### src/rtl/vtp_pkg.sv
// Shared constants, control word layout and microcode table for the vertex transform.
`timescale 1ns / 1ps

package vtp_pkg;

   localparam int FRAC_BITS  = 16;
   localparam int DATA_W     = 32;
   localparam int IDX_W      = 4;
   localparam int ACC_W      = 2 * DATA_W - FRAC_BITS + 2;
   localparam int DIV_SHIFT  = DATA_W - FRAC_BITS;
   localparam int CNT_W      = $clog2(DATA_W);
   localparam int STEP_W     = 5;
   localparam int REQ_DATA_W = ((IDX_W + 4 * DATA_W + 7) / 8) * 8;
   localparam int RSP_DATA_W = 3 * DATA_W;

   localparam logic signed [DATA_W-1:0] ONE_FX = DATA_W'(1) << FRAC_BITS;
   localparam logic [DATA_W-1:0] SAT_POS = {1'b0, {(DATA_W - 1){1'b1}}};
   localparam logic [DATA_W-1:0] SAT_NEG = {1'b1, {(DATA_W - 1){1'b0}}};

   localparam logic FUNC_LOAD  = 1'b0;
   localparam logic FUNC_XFORM = 1'b1;

   localparam logic [1:0] XS_X   = 2'd0;
   localparam logic [1:0] XS_Y   = 2'd1;
   localparam logic [1:0] XS_Z   = 2'd2;
   localparam logic [1:0] XS_ONE = 2'd3;

   localparam logic [1:0] ACC_NOP = 2'd0;
   localparam logic [1:0] ACC_SET = 2'd1;
   localparam logic [1:0] ACC_ADD = 2'd2;

   localparam logic [1:0] ST_NONE = 2'd0;
   localparam logic [1:0] ST_X    = 2'd1;
   localparam logic [1:0] ST_Y    = 2'd2;

   localparam logic [1:0] J_NEXT = 2'd0;
   localparam logic [1:0] J_BUSY = 2'd1;
   localparam logic [1:0] J_END  = 2'd2;

   typedef struct packed {
      logic              ld;
      logic [IDX_W-1:0]  csel;
      logic [1:0]        xsel;
      logic              mul;
      logic [1:0]        acc;
      logic              wlat;
      logic              dstart;
      logic [1:0]        store;
      logic [1:0]        jcond;
      logic [STEP_W-1:0] jtgt;
   } ctrl_word_type;

   typedef struct packed {
      logic div_busy;
      logic out_block;
   } seq_status_type;

   typedef struct packed {
      logic [DATA_W-1:0] q;
      logic              ovf;
      logic              wz;
   } div_result_type;

   localparam ctrl_word_type CW_NOP = '{
      ld: 1'b0, csel: '0, xsel: XS_X, mul: 1'b0, acc: ACC_NOP, wlat: 1'b0,
      dstart: 1'b0, store: ST_NONE, jcond: J_NEXT, jtgt: '0};

   // One dot product: four operand loads, four multiplies, four accumulates.
   function automatic ctrl_word_type dot_word(input logic [1:0] row, input logic [2:0] off);
      ctrl_word_type w;
      w = CW_NOP;
      if (off <= 3'd3) begin
         w.ld   = 1'b1;
         w.csel = {off[1:0], row};
         case (off[1:0])
            2'd0:    w.xsel = XS_X;
            2'd1:    w.xsel = XS_Y;
            2'd2:    w.xsel = XS_Z;
            default: w.xsel = XS_ONE;
         endcase
      end
      w.mul = (off >= 3'd1) && (off <= 3'd4);
      if (off == 3'd2) begin
         w.acc = ACC_SET;
      end else if (off >= 3'd3 && off <= 3'd5) begin
         w.acc = ACC_ADD;
      end
      return w;
   endfunction

   function automatic ctrl_word_type ucode(input logic [STEP_W-1:0] step);
      ctrl_word_type     w;
      logic [STEP_W-1:0] rel;
      w   = CW_NOP;
      rel = '0;
      case (step) inside
         [5'd0:5'd5]: begin
            rel = step;
            w   = dot_word(2'd3, rel[2:0]);
         end
         5'd6: begin
            w.wlat = 1'b1;
         end
         [5'd7:5'd12]: begin
            rel = step - 5'd7;
            w   = dot_word(2'd0, rel[2:0]);
         end
         5'd13: begin
            w.dstart = 1'b1;
         end
         [5'd14:5'd19]: begin
            rel = step - 5'd14;
            w   = dot_word(2'd1, rel[2:0]);
         end
         5'd20, 5'd28, 5'd30: begin
            w.jcond = J_BUSY;
            w.jtgt  = step;
         end
         5'd21: begin
            w.store  = ST_X;
            w.dstart = 1'b1;
         end
         [5'd22:5'd27]: begin
            rel = step - 5'd22;
            w   = dot_word(2'd2, rel[2:0]);
         end
         5'd29: begin
            w.store  = ST_Y;
            w.dstart = 1'b1;
         end
         5'd31: begin
            w.jcond = J_END;
         end
         default: begin
            w = CW_NOP;
         end
      endcase
      return w;
   endfunction

endpackage

### src/rtl/vtp_sequencer.sv
// Step counter and microcode read-out with conditional jumps.
`timescale 1ns / 1ps

module vtp_sequencer (
   input  logic                   clock,
   input  logic                   reset,
   input  logic                   start,
   input  vtp_pkg::seq_status_type status,
   output vtp_pkg::ctrl_word_type ctrl,
   output logic                   run,
   output logic                   done
);

   logic                           run_ff, run_in;
   logic [vtp_pkg::STEP_W-1:0]     step_ff, step_in;
   vtp_pkg::ctrl_word_type         word;

   always_comb begin
      word    = vtp_pkg::ucode(step_ff);
      run_in  = run_ff;
      step_in = step_ff;
      done    = 1'b0;
      if (!run_ff) begin
         if (start) begin
            run_in  = 1'b1;
            step_in = '0;
         end
      end else begin
         case (word.jcond)
            vtp_pkg::J_BUSY: begin
               step_in = status.div_busy ? word.jtgt : step_ff + vtp_pkg::STEP_W'(1);
            end
            vtp_pkg::J_END: begin
               if (!status.out_block) begin
                  run_in  = 1'b0;
                  step_in = '0;
                  done    = 1'b1;
               end
            end
            default: begin
               step_in = step_ff + vtp_pkg::STEP_W'(1);
            end
         endcase
      end
   end

   always_ff @(posedge clock) begin
      if (reset) begin
         run_ff  <= 1'b0;
         step_ff <= '0;
      end else begin
         run_ff  <= run_in;
         step_ff <= step_in;
      end
   end

   assign ctrl = run_ff ? word : vtp_pkg::CW_NOP;
   assign run  = run_ff;

endmodule

### src/rtl/vtp_datapath.sv
// Matrix store, operand registers, shared multiplier and accumulator.
`timescale 1ns / 1ps

module vtp_datapath (
   input  logic                              clock,
   input  logic                              reset,
   input  vtp_pkg::ctrl_word_type            ctrl,
   input  logic                              load_en,
   input  logic [vtp_pkg::IDX_W-1:0]         load_idx,
   input  logic signed [vtp_pkg::DATA_W-1:0] load_val,
   input  logic                              point_en,
   input  logic signed [vtp_pkg::DATA_W-1:0] point_x,
   input  logic signed [vtp_pkg::DATA_W-1:0] point_y,
   input  logic signed [vtp_pkg::DATA_W-1:0] point_z,
   output logic signed [vtp_pkg::ACC_W-1:0]  acc,
   output logic signed [vtp_pkg::ACC_W-1:0]  w
);

   logic signed [vtp_pkg::DATA_W-1:0]   matrix_ff [16];
   logic signed [vtp_pkg::DATA_W-1:0]   x_ff, y_ff, z_ff;
   logic signed [vtp_pkg::DATA_W-1:0]   opa_ff, opb_ff, opb_in;
   logic signed [2*vtp_pkg::DATA_W-1:0] prod_ff, prod_shr;
   logic signed [vtp_pkg::ACC_W-1:0]    acc_ff, acc_in, term;
   logic signed [vtp_pkg::ACC_W-1:0]    w_ff;

   always_ff @(posedge clock) begin
      if (reset) begin
         for (int i = 0; i < 16; i++) begin
            matrix_ff[i] <= (i % 5 == 0) ? vtp_pkg::ONE_FX : '0;
         end
      end else if (load_en) begin
         matrix_ff[load_idx] <= load_val;
      end
   end

   always_comb begin
      case (ctrl.xsel)
         vtp_pkg::XS_X: opb_in = x_ff;
         vtp_pkg::XS_Y: opb_in = y_ff;
         vtp_pkg::XS_Z: opb_in = z_ff;
         default:       opb_in = vtp_pkg::ONE_FX;
      endcase
      prod_shr = prod_ff >>> vtp_pkg::FRAC_BITS;
      term     = prod_shr[vtp_pkg::ACC_W-1:0];
      case (ctrl.acc)
         vtp_pkg::ACC_SET: acc_in = term;
         vtp_pkg::ACC_ADD: acc_in = acc_ff + term;
         default:          acc_in = acc_ff;
      endcase
   end

   always_ff @(posedge clock) begin
      if (point_en) begin
         x_ff <= point_x;
         y_ff <= point_y;
         z_ff <= point_z;
      end
      if (ctrl.ld) begin
         opa_ff <= matrix_ff[ctrl.csel];
         opb_ff <= opb_in;
      end
      if (ctrl.mul) begin
         prod_ff <= opa_ff * opb_ff;
      end
      acc_ff <= acc_in;
      if (ctrl.wlat) begin
         w_ff <= acc_ff;
      end
   end

   assign acc = acc_ff;
   assign w   = w_ff;

endmodule

### src/rtl/vtp_divider.sv
// Radix-2 restoring divider with perspective saturation rules.
`timescale 1ns / 1ps

module vtp_divider (
   input  logic                             clock,
   input  logic                             reset,
   input  logic                             start,
   input  logic signed [vtp_pkg::ACC_W-1:0] num,
   input  logic signed [vtp_pkg::ACC_W-1:0] den,
   output logic                             busy,
   output vtp_pkg::div_result_type          res
);

   localparam int AW = vtp_pkg::ACC_W;
   localparam int DW = vtp_pkg::DATA_W;

   localparam logic [1:0] S_IDLE  = 2'd0;
   localparam logic [1:0] S_CHECK = 2'd1;
   localparam logic [1:0] S_ITER  = 2'd2;

   logic [1:0]                     state_ff, state_in;
   logic [vtp_pkg::CNT_W-1:0]      cnt_ff, cnt_in;
   logic [AW-1:0]                  n_ff, d_ff, r_ff, r_in;
   logic [DW-1:0]                  sh_ff, sh_in, quo;
   logic                           num_neg_ff, neg_ff;
   logic [AW:0]                    r2, diff;
   logic                           ge, res_we;
   vtp_pkg::div_result_type        res_ff, res_in;

   always_comb begin
      state_in = state_ff;
      cnt_in   = cnt_ff;
      r_in     = r_ff;
      sh_in    = sh_ff;
      res_we   = 1'b0;
      res_in   = res_ff;
      r2       = {r_ff, sh_ff[DW-1]};
      diff     = r2 - {1'b0, d_ff};
      ge       = r2 >= {1'b0, d_ff};
      quo      = {sh_ff[DW-2:0], ge};
      case (state_ff)
         S_IDLE: begin
            if (start) begin
               state_in = S_CHECK;
            end
         end
         S_CHECK: begin
            res_we = 1'b1;
            res_in.wz  = 1'b0;
            res_in.ovf = 1'b0;
            if (d_ff == '0) begin
               state_in  = S_IDLE;
               res_in.wz = 1'b1;
               if (n_ff == '0) begin
                  res_in.q = '0;
               end else begin
                  res_in.q = num_neg_ff ? vtp_pkg::SAT_NEG : vtp_pkg::SAT_POS;
               end
            end else if ({{vtp_pkg::DIV_SHIFT{1'b0}}, n_ff} >=
                         {d_ff, {vtp_pkg::DIV_SHIFT{1'b0}}}) begin
               state_in   = S_IDLE;
               res_in.ovf = 1'b1;
               res_in.q   = neg_ff ? vtp_pkg::SAT_NEG : vtp_pkg::SAT_POS;
            end else begin
               res_we   = 1'b0;
               state_in = S_ITER;
               cnt_in   = vtp_pkg::CNT_W'(DW - 1);
               r_in     = {{vtp_pkg::DIV_SHIFT{1'b0}}, n_ff[AW-1:vtp_pkg::DIV_SHIFT]};
               sh_in    = {n_ff[vtp_pkg::DIV_SHIFT-1:0], {vtp_pkg::FRAC_BITS{1'b0}}};
            end
         end
         S_ITER: begin
            r_in   = ge ? diff[AW-1:0] : r2[AW-1:0];
            sh_in  = quo;
            cnt_in = cnt_ff - vtp_pkg::CNT_W'(1);
            if (cnt_ff == '0) begin
               state_in   = S_IDLE;
               res_we     = 1'b1;
               res_in.wz  = 1'b0;
               res_in.ovf = 1'b0;
               if (neg_ff) begin
                  if (quo > vtp_pkg::SAT_NEG) begin
                     res_in.ovf = 1'b1;
                     res_in.q   = vtp_pkg::SAT_NEG;
                  end else begin
                     res_in.q = ~quo + DW'(1);
                  end
               end else if (quo[DW-1]) begin
                  res_in.ovf = 1'b1;
                  res_in.q   = vtp_pkg::SAT_POS;
               end else begin
                  res_in.q = quo;
               end
            end
         end
         default: begin
            state_in = S_IDLE;
         end
      endcase
   end

   always_ff @(posedge clock) begin
      if (reset) begin
         state_ff <= S_IDLE;
         res_ff   <= '0;
      end else begin
         state_ff <= state_in;
         if (res_we) begin
            res_ff <= res_in;
         end
      end
   end

   always_ff @(posedge clock) begin
      if (state_ff == S_IDLE && start) begin
         n_ff       <= num[AW-1] ? AW'(-num) : num;
         d_ff       <= den[AW-1] ? AW'(-den) : den;
         num_neg_ff <= num[AW-1];
         neg_ff     <= num[AW-1] ^ den[AW-1];
      end
      cnt_ff <= cnt_in;
      r_ff   <= r_in;
      sh_ff  <= sh_in;
   end

   assign busy = (state_ff != S_IDLE);
   assign res  = res_ff;

   a_start_idle: assert property (@(posedge clock) disable iff (reset)
      start |-> state_ff == S_IDLE)
      else $error("division started while divider busy");

   a_zero_w: assert property (@(posedge clock) disable iff (reset)
      (state_ff == S_CHECK && d_ff == '0) |=> (state_ff == S_IDLE && res_ff.wz && !res_ff.ovf))
      else $error("zero divisor not flagged as w_zero");

   a_hold_res: assert property (@(posedge clock) disable iff (reset)
      (state_ff == S_IDLE && !start) |=> $stable(res_ff))
      else $error("quotient changed while divider idle");

endmodule

### src/rtl/vertex_transform_perspective.sv
// Top level: request and response channels around the microcoded vertex transform.
`timescale 1ns / 1ps

// A load request (tuser 0) writes one Q16.16 coefficient of the column-major 4x4 matrix
// when it is taken and gives no response; the matrix resets to identity. A transform request
// (tuser 1) runs a 32-step microprogram: sixteen multiply-accumulates on one 32x32
// multiplier form w and the three numerators, and one shared radix-2 divider forms the
// three quotients, one quotient bit per cycle. The input stays closed while the
// microprogram runs, and the sequencer waits on each of the three divider passes (a check
// state, then 32 quotient bits); a zero w or an out-of-range quotient ends a pass after
// the check state. A finished response waits in an output register, and the next request
// is taken while it waits; a second transform then holds at its last step until it drains.
module vertex_transform_perspective (
   input  logic                               clock,
   input  logic                               reset,
   input  logic                               req_tvalid,
   output logic                               req_tready,
   // coef_index, coef_value, point_x, point_y, point_z, zero pad
   input  logic [vtp_pkg::REQ_DATA_W-1:0]     req_tdata,
   // func
   input  logic [0:0]                         req_tuser,
   output logic                               rsp_tvalid,
   input  logic                               rsp_tready,
   // out_x, out_y, out_z
   output logic [vtp_pkg::RSP_DATA_W-1:0]     rsp_tdata,
   // w_zero, overflowed
   output logic [1:0]                         rsp_tuser
);

   localparam int   DW         = vtp_pkg::DATA_W;
   localparam int   IW         = vtp_pkg::IDX_W;

   logic                             req_take, load_en, xform_start, seq_run, seq_done;
   vtp_pkg::ctrl_word_type           ctrl;
   vtp_pkg::seq_status_type          status;
   vtp_pkg::div_result_type          div_res;
   logic                             div_busy;
   logic signed [vtp_pkg::ACC_W-1:0] acc, w;
   logic [DW-1:0]                    res_x_ff, res_y_ff;
   logic                             ovf_ff, ovf_in;
   logic                             rsp_valid_ff, rsp_valid_in;
   logic [vtp_pkg::RSP_DATA_W-1:0]   rsp_data_ff;
   logic [1:0]                       rsp_user_ff;

   assign req_tready  = !seq_run;
   assign req_take    = req_tvalid && req_tready;
   assign load_en     = req_take && (req_tuser[0] == vtp_pkg::FUNC_LOAD);
   assign xform_start = req_take && (req_tuser[0] == vtp_pkg::FUNC_XFORM);

   assign status.div_busy  = div_busy;
   assign status.out_block = rsp_valid_ff && !rsp_tready;

   vtp_sequencer u_seq (
      .clock  (clock),
      .reset  (reset),
      .start  (xform_start),
      .status (status),
      .ctrl   (ctrl),
      .run    (seq_run),
      .done   (seq_done)
   );

   vtp_datapath u_dp (
      .clock    (clock),
      .reset    (reset),
      .ctrl     (ctrl),
      .load_en  (load_en),
      .load_idx (req_tdata[IW-1:0]),
      .load_val (req_tdata[IW+DW-1:IW]),
      .point_en (xform_start),
      .point_x  (req_tdata[IW+2*DW-1:IW+DW]),
      .point_y  (req_tdata[IW+3*DW-1:IW+2*DW]),
      .point_z  (req_tdata[IW+4*DW-1:IW+3*DW]),
      .acc      (acc),
      .w        (w)
   );

   vtp_divider u_div (
      .clock (clock),
      .reset (reset),
      .start (ctrl.dstart),
      .num   (acc),
      .den   (w),
      .busy  (div_busy),
      .res   (div_res)
   );

   always_comb begin
      ovf_in = ovf_ff;
      if (xform_start) begin
         ovf_in = 1'b0;
      end else if (ctrl.store != vtp_pkg::ST_NONE) begin
         ovf_in = ovf_ff | div_res.ovf;
      end
      rsp_valid_in = rsp_valid_ff;
      if (seq_done) begin
         rsp_valid_in = 1'b1;
      end else if (rsp_tready) begin
         rsp_valid_in = 1'b0;
      end
   end

   always_ff @(posedge clock) begin
      if (reset) begin
         rsp_valid_ff <= 1'b0;
         ovf_ff       <= 1'b0;
      end else begin
         rsp_valid_ff <= rsp_valid_in;
         ovf_ff       <= ovf_in;
      end
   end

   always_ff @(posedge clock) begin
      if (ctrl.store == vtp_pkg::ST_X) begin
         res_x_ff <= div_res.q;
      end
      if (ctrl.store == vtp_pkg::ST_Y) begin
         res_y_ff <= div_res.q;
      end
      if (seq_done) begin
         rsp_data_ff <= {div_res.q, res_y_ff, res_x_ff};
         rsp_user_ff <= {ovf_ff | div_res.ovf, div_res.wz};
      end
   end

   assign rsp_tvalid = rsp_valid_ff;
   assign rsp_tdata  = rsp_data_ff;
   assign rsp_tuser  = rsp_user_ff;

endmodule
### config.mk
export PLATFORM = sky130hd
export DESIGN_NAME = vertex_transform_perspective
export DESIGN_NICKNAME = d
export VERILOG_FILES = /design/src/rtl/vtp_pkg.sv /design/src/rtl/vtp_sequencer.sv /design/src/rtl/vtp_datapath.sv /design/src/rtl/vtp_divider.sv /design/src/rtl/vertex_transform_perspective.sv
export SDC_FILE = /design/constraint.sdc
export NUM_CORES = 2
export LEC_CHECK = 0
export ABC_CLOCK_PERIOD_IN_PS = 14200
export CAP_MARGIN = 10
export CORE_AREA = 2 2 398 400
export CTS_CLUSTER_SIZE = 14
export DETAILED_ROUTE_END_ITERATION = 6
export DIE_AREA = 0 0 400 402
export DONT_BUFFER_PORTS = 1
export GPL_TIMING_DRIVEN = 1
export PLACE_DENSITY_LB_ADDON = 0.25
export SYNTH_ARGS = -nofsm -noshare
export SYNTH_HDL_FRONTEND = slang
export SYNTH_SLANG_ARGS = --single-unit
### constraint.sdc
create_clock -name clock -period 14.2 [get_ports clock]
set_input_delay 1.42 -clock clock [delete_from_list [all_inputs] [get_ports clock]]
set_output_delay 1.42 -clock clock [all_outputs]
set_load 0.005 [all_outputs]
==> impl_metrics.py <==
metrics = {
    "sta": {
        "maxSlewHeadroom": 0.172,
        "hold_viol_final": 0,
        "min_period_ps": 9650,
        "setup_viol_count_final": 0,
        "rsz0062_at_grt": "false",
        "tns_ps": 0,
        "fin_crit_sh": 0.680,
        "tightest_slew_ps": 1240,
        "drv_slew": 0,
        "fmax_mhz": 104,
        "skew_ps": 54.3,
    },
    "job": {
        "max_cap_viol_count": 0,
    },
    "layout": {
        "fill_cells": 12300,
        "multi_input_area_mm2": 0.0517,
        "nNetsFinal": 9988,
        "drive_gt1_frac": 0.0534,
        "syn2layout_area_growth_pct": 6.24,
        "seqCellArea_mm2": 0.0360,
    },
    "clock_tree": {
        "cts_tree": "built",
        "postCtsResizedCells": 0,
        "clk_latency_ps": 740,
        "cts_buffer_depth": 3,
        "clk_pin_slew_worst_paths_ps": 60,
        "cts_setup_buffers": 0,
        "cts_buffers": 116,
        "cts-htree-levels": 3,
        "hold_buffers": 0,
        "cts.sinks": 1215,
        "root_buffer": "clkbuf_16",
    },
    "yosys": {
        "synth_warnings": 0,
        "synth_seq_cells": 1215,
        "synth_area_leaders": "edfxtp_1, fa_1, and2_1",
        "syn_area_per_cell_um2": 10.8,
        "synthesis.nets": 10200,
        "synth_area_mm2": 0.0933,
        "async_flop_share": 0,
        "synthMuxAreaShare": 0.0105,
        "synthTopCellsByCount": "nand2_1, edfxtp_1, inv_1, fa_1, and2_1",
        "ys_types": 77,
        "synth_compound_gate_area_share": 0.0722,
        "synth_xor_area_frac": 0.0227,
        "synth.most_common_cell": "nand2_1",
        "syn_inst": 8671,
        "synth_enable_flop_cells": 1171,
        "yosysTopAreaCell": "edfxtp_1",
        "synth_fa_ha_area_frac": 0.278,
        "synth_top_family_by_area": "adder cells",
        "ys_seq_area_frac": 0.386,
        "ys.flop_type": "edfxtp_1",
        "synth-simple-area-share": 0.167,
        "synth_top_area_share": 0.377,
    },
    "floorplanning": {
        "die_area_mm2": 0.161,
        "die_x_um": 400,
        "start_util": 0.594,
        "ioPinCount": 241,
        "rows": 146,
        "coreArea_mm2": 0.157,
        "die_h_um": 402,
    },
    "routing": {
        "final_antenna_net_count": 0,
        "wirelength_um": 235000,
        "vias_per_cell": 5.96,
        "drt_pass1_iterations": 7,
        "dr_total_vias": 63200,
        "wl_per_cell_um": 22.2,
        "drc_errors": 1,
        "drt_iter0_markers": 5347,
    },
    "worst_setup_path": {
        "slowest_stage": "a311oi_1",
        "start_kind": "flip-flop",
        "cp_max_fo": 32,
        "slowest_delay_ps": 690,
        "crit-reg2reg-launch": "u_dp.opa_ff[9]",
        "crit_type": "flip-flop to flip-flop",
        "cpMostUsedCell": "fa_1",
        "crit_required_ps": 14660,
        "ff2ff_path_depth": 27,
        "cp_top_family": "adder cells",
        "crit_cells": 27,
        "cp_num_buf_inv": 5,
        "cp.arrival_ps": 10110,
        "critPathCaptureType": "flip-flop",
        "startpoint": "u_dp.opa_ff[9]",
        "reg2reg_to": "u_dp.prod_ff[53]",
        "r2r_slack_ps": 4550,
        "endpoint": "u_dp.prod_ff[53]",
    },
    "global_route": {
        "grt_pass1_vias": 65200,
        "grt_max_degree": 172,
        "grt-ovfl-total": 0,
        "track_usage": 0.296,
        "antenna_found_initial": 6,
        "grt_pass1_wl_um": 368000,
    },
    "outcome": {
        "outcome": "finished, violations left",
        "violations": "DRC",
    },
    "placement": {
        "portBuffers": 0,
        "gp_congestion": 0.931,
        "dpl.hpwl_um": 161000,
    },
    "min_path": {
        "hold_path_class": "flip-flop to flip-flop",
    },
}
## worst min-delay path by stage
stage | startpoint | endpoint | slack [ps] | cells past startpoint
2_1_floorplan | res_x_ff[0] | rsp_tdata[0] | 400 | 0
3_3_place_gp | res_x_ff[1] | rsp_tdata[1] | 400 | 0
3_5_place_dp | res_x_ff[16] | rsp_tdata[16] | 400 | 0
4_1_cts | res_y_ff[3] | rsp_tdata[35] | 410 | 0
5_1_grt | res_y_ff[0] | rsp_tdata[32] | 420 | 0
6_report | res_y_ff[3] | rsp_tdata[35] | 410 | 0
## per-stage QoR
stage                     std cells  worst slack (ps)  hold slack [ps]   util  cell area (um2)
after detailed placement      10400              4740              405  0.607            95400
after global routing          10600              4160              421  0.631            99100
after floorplan                8671              2050              400      -            93300
final                         10600              4550              407  0.631            99100
after global placement        10400              4760              402  0.607            95400
after CTS                     10600              4720              406  0.631            99100
## layout make-up
class,instances,area share
inverters,1087,0.0412
diodes,2,0.0000505
multi-input cells,5878,0.522
clock buffers,145,0.0310
repair buffers,127,0.00987
flip-flops and latches,1215,0.364
clock inverters,72,0.00635
well taps,2072,0.0262
## state kept, by name, indices dropped and copies added (netlist names), 5 cells and up
signal and flops:
res_x_ff 32, res_y_ff 32, rsp_tdata 96, u_div.cnt_ff 5, u_div.d_ff 50, u_div.n_ff 50
u_div.r_ff 50, u_div.res 34, u_div.sh_ff 32, u_dp.acc 50, u_dp.matrix_ff 512, u_dp.opa_ff 32
u_dp.opb_ff 32, u_dp.prod_ff 48, u_dp.w 50, u_dp.x_ff 32, u_dp.y_ff 32, u_dp.z_ff 32
u_seq.step_ff 5
## layout by cell type, fill, tap and decap left out, types with 36 or more instances in the layout
master     instances
a21o_1            86
a21oi_1          297
a311oi_1         100
a31oi_1           69
and2_1          1040
and3_1            88
buf_4            125
clkbuf_16        117
dfxtp_1           44
edfxtp_1        1171
fa_1            1083
ha_1             337
inv_1           1082
mux2_2            56
nand2_1         1228
nand2b_1          36
nand3_1          182
nand4_1           38
nor2_1           201
nor2b_1           38
nor3_1            50
nor4_1            41
o21ai_0          205
xnor2_1          189
xor2_1            53
## cell families after synthesis
kind of cell,count (synthesis)
simple gates,3085
flops,1215
xor+xnor,242
fa+ha+maj,1422
compound gates,1038
buf+inv,1578
mux,91
## metal layers
| layer | up-vias | share of wire | GRT usage |
|---|---|---|---|
| li1 | 28100 | - | - |
| met1 | 31700 | 0.39 | 0.392 |
| met3 | 601 | 0.090 | 0.0613 |
| met4 | 6 | 0.047 | 0.128 |
| met5 | - | 0.00014 | 0 |
| met2 | 2816 | 0.47 | 0.476 |
Power is left out: the tool's default activity adds up to more than one toggle a clock period on the data nets, which glitch-free logic cannot reach.
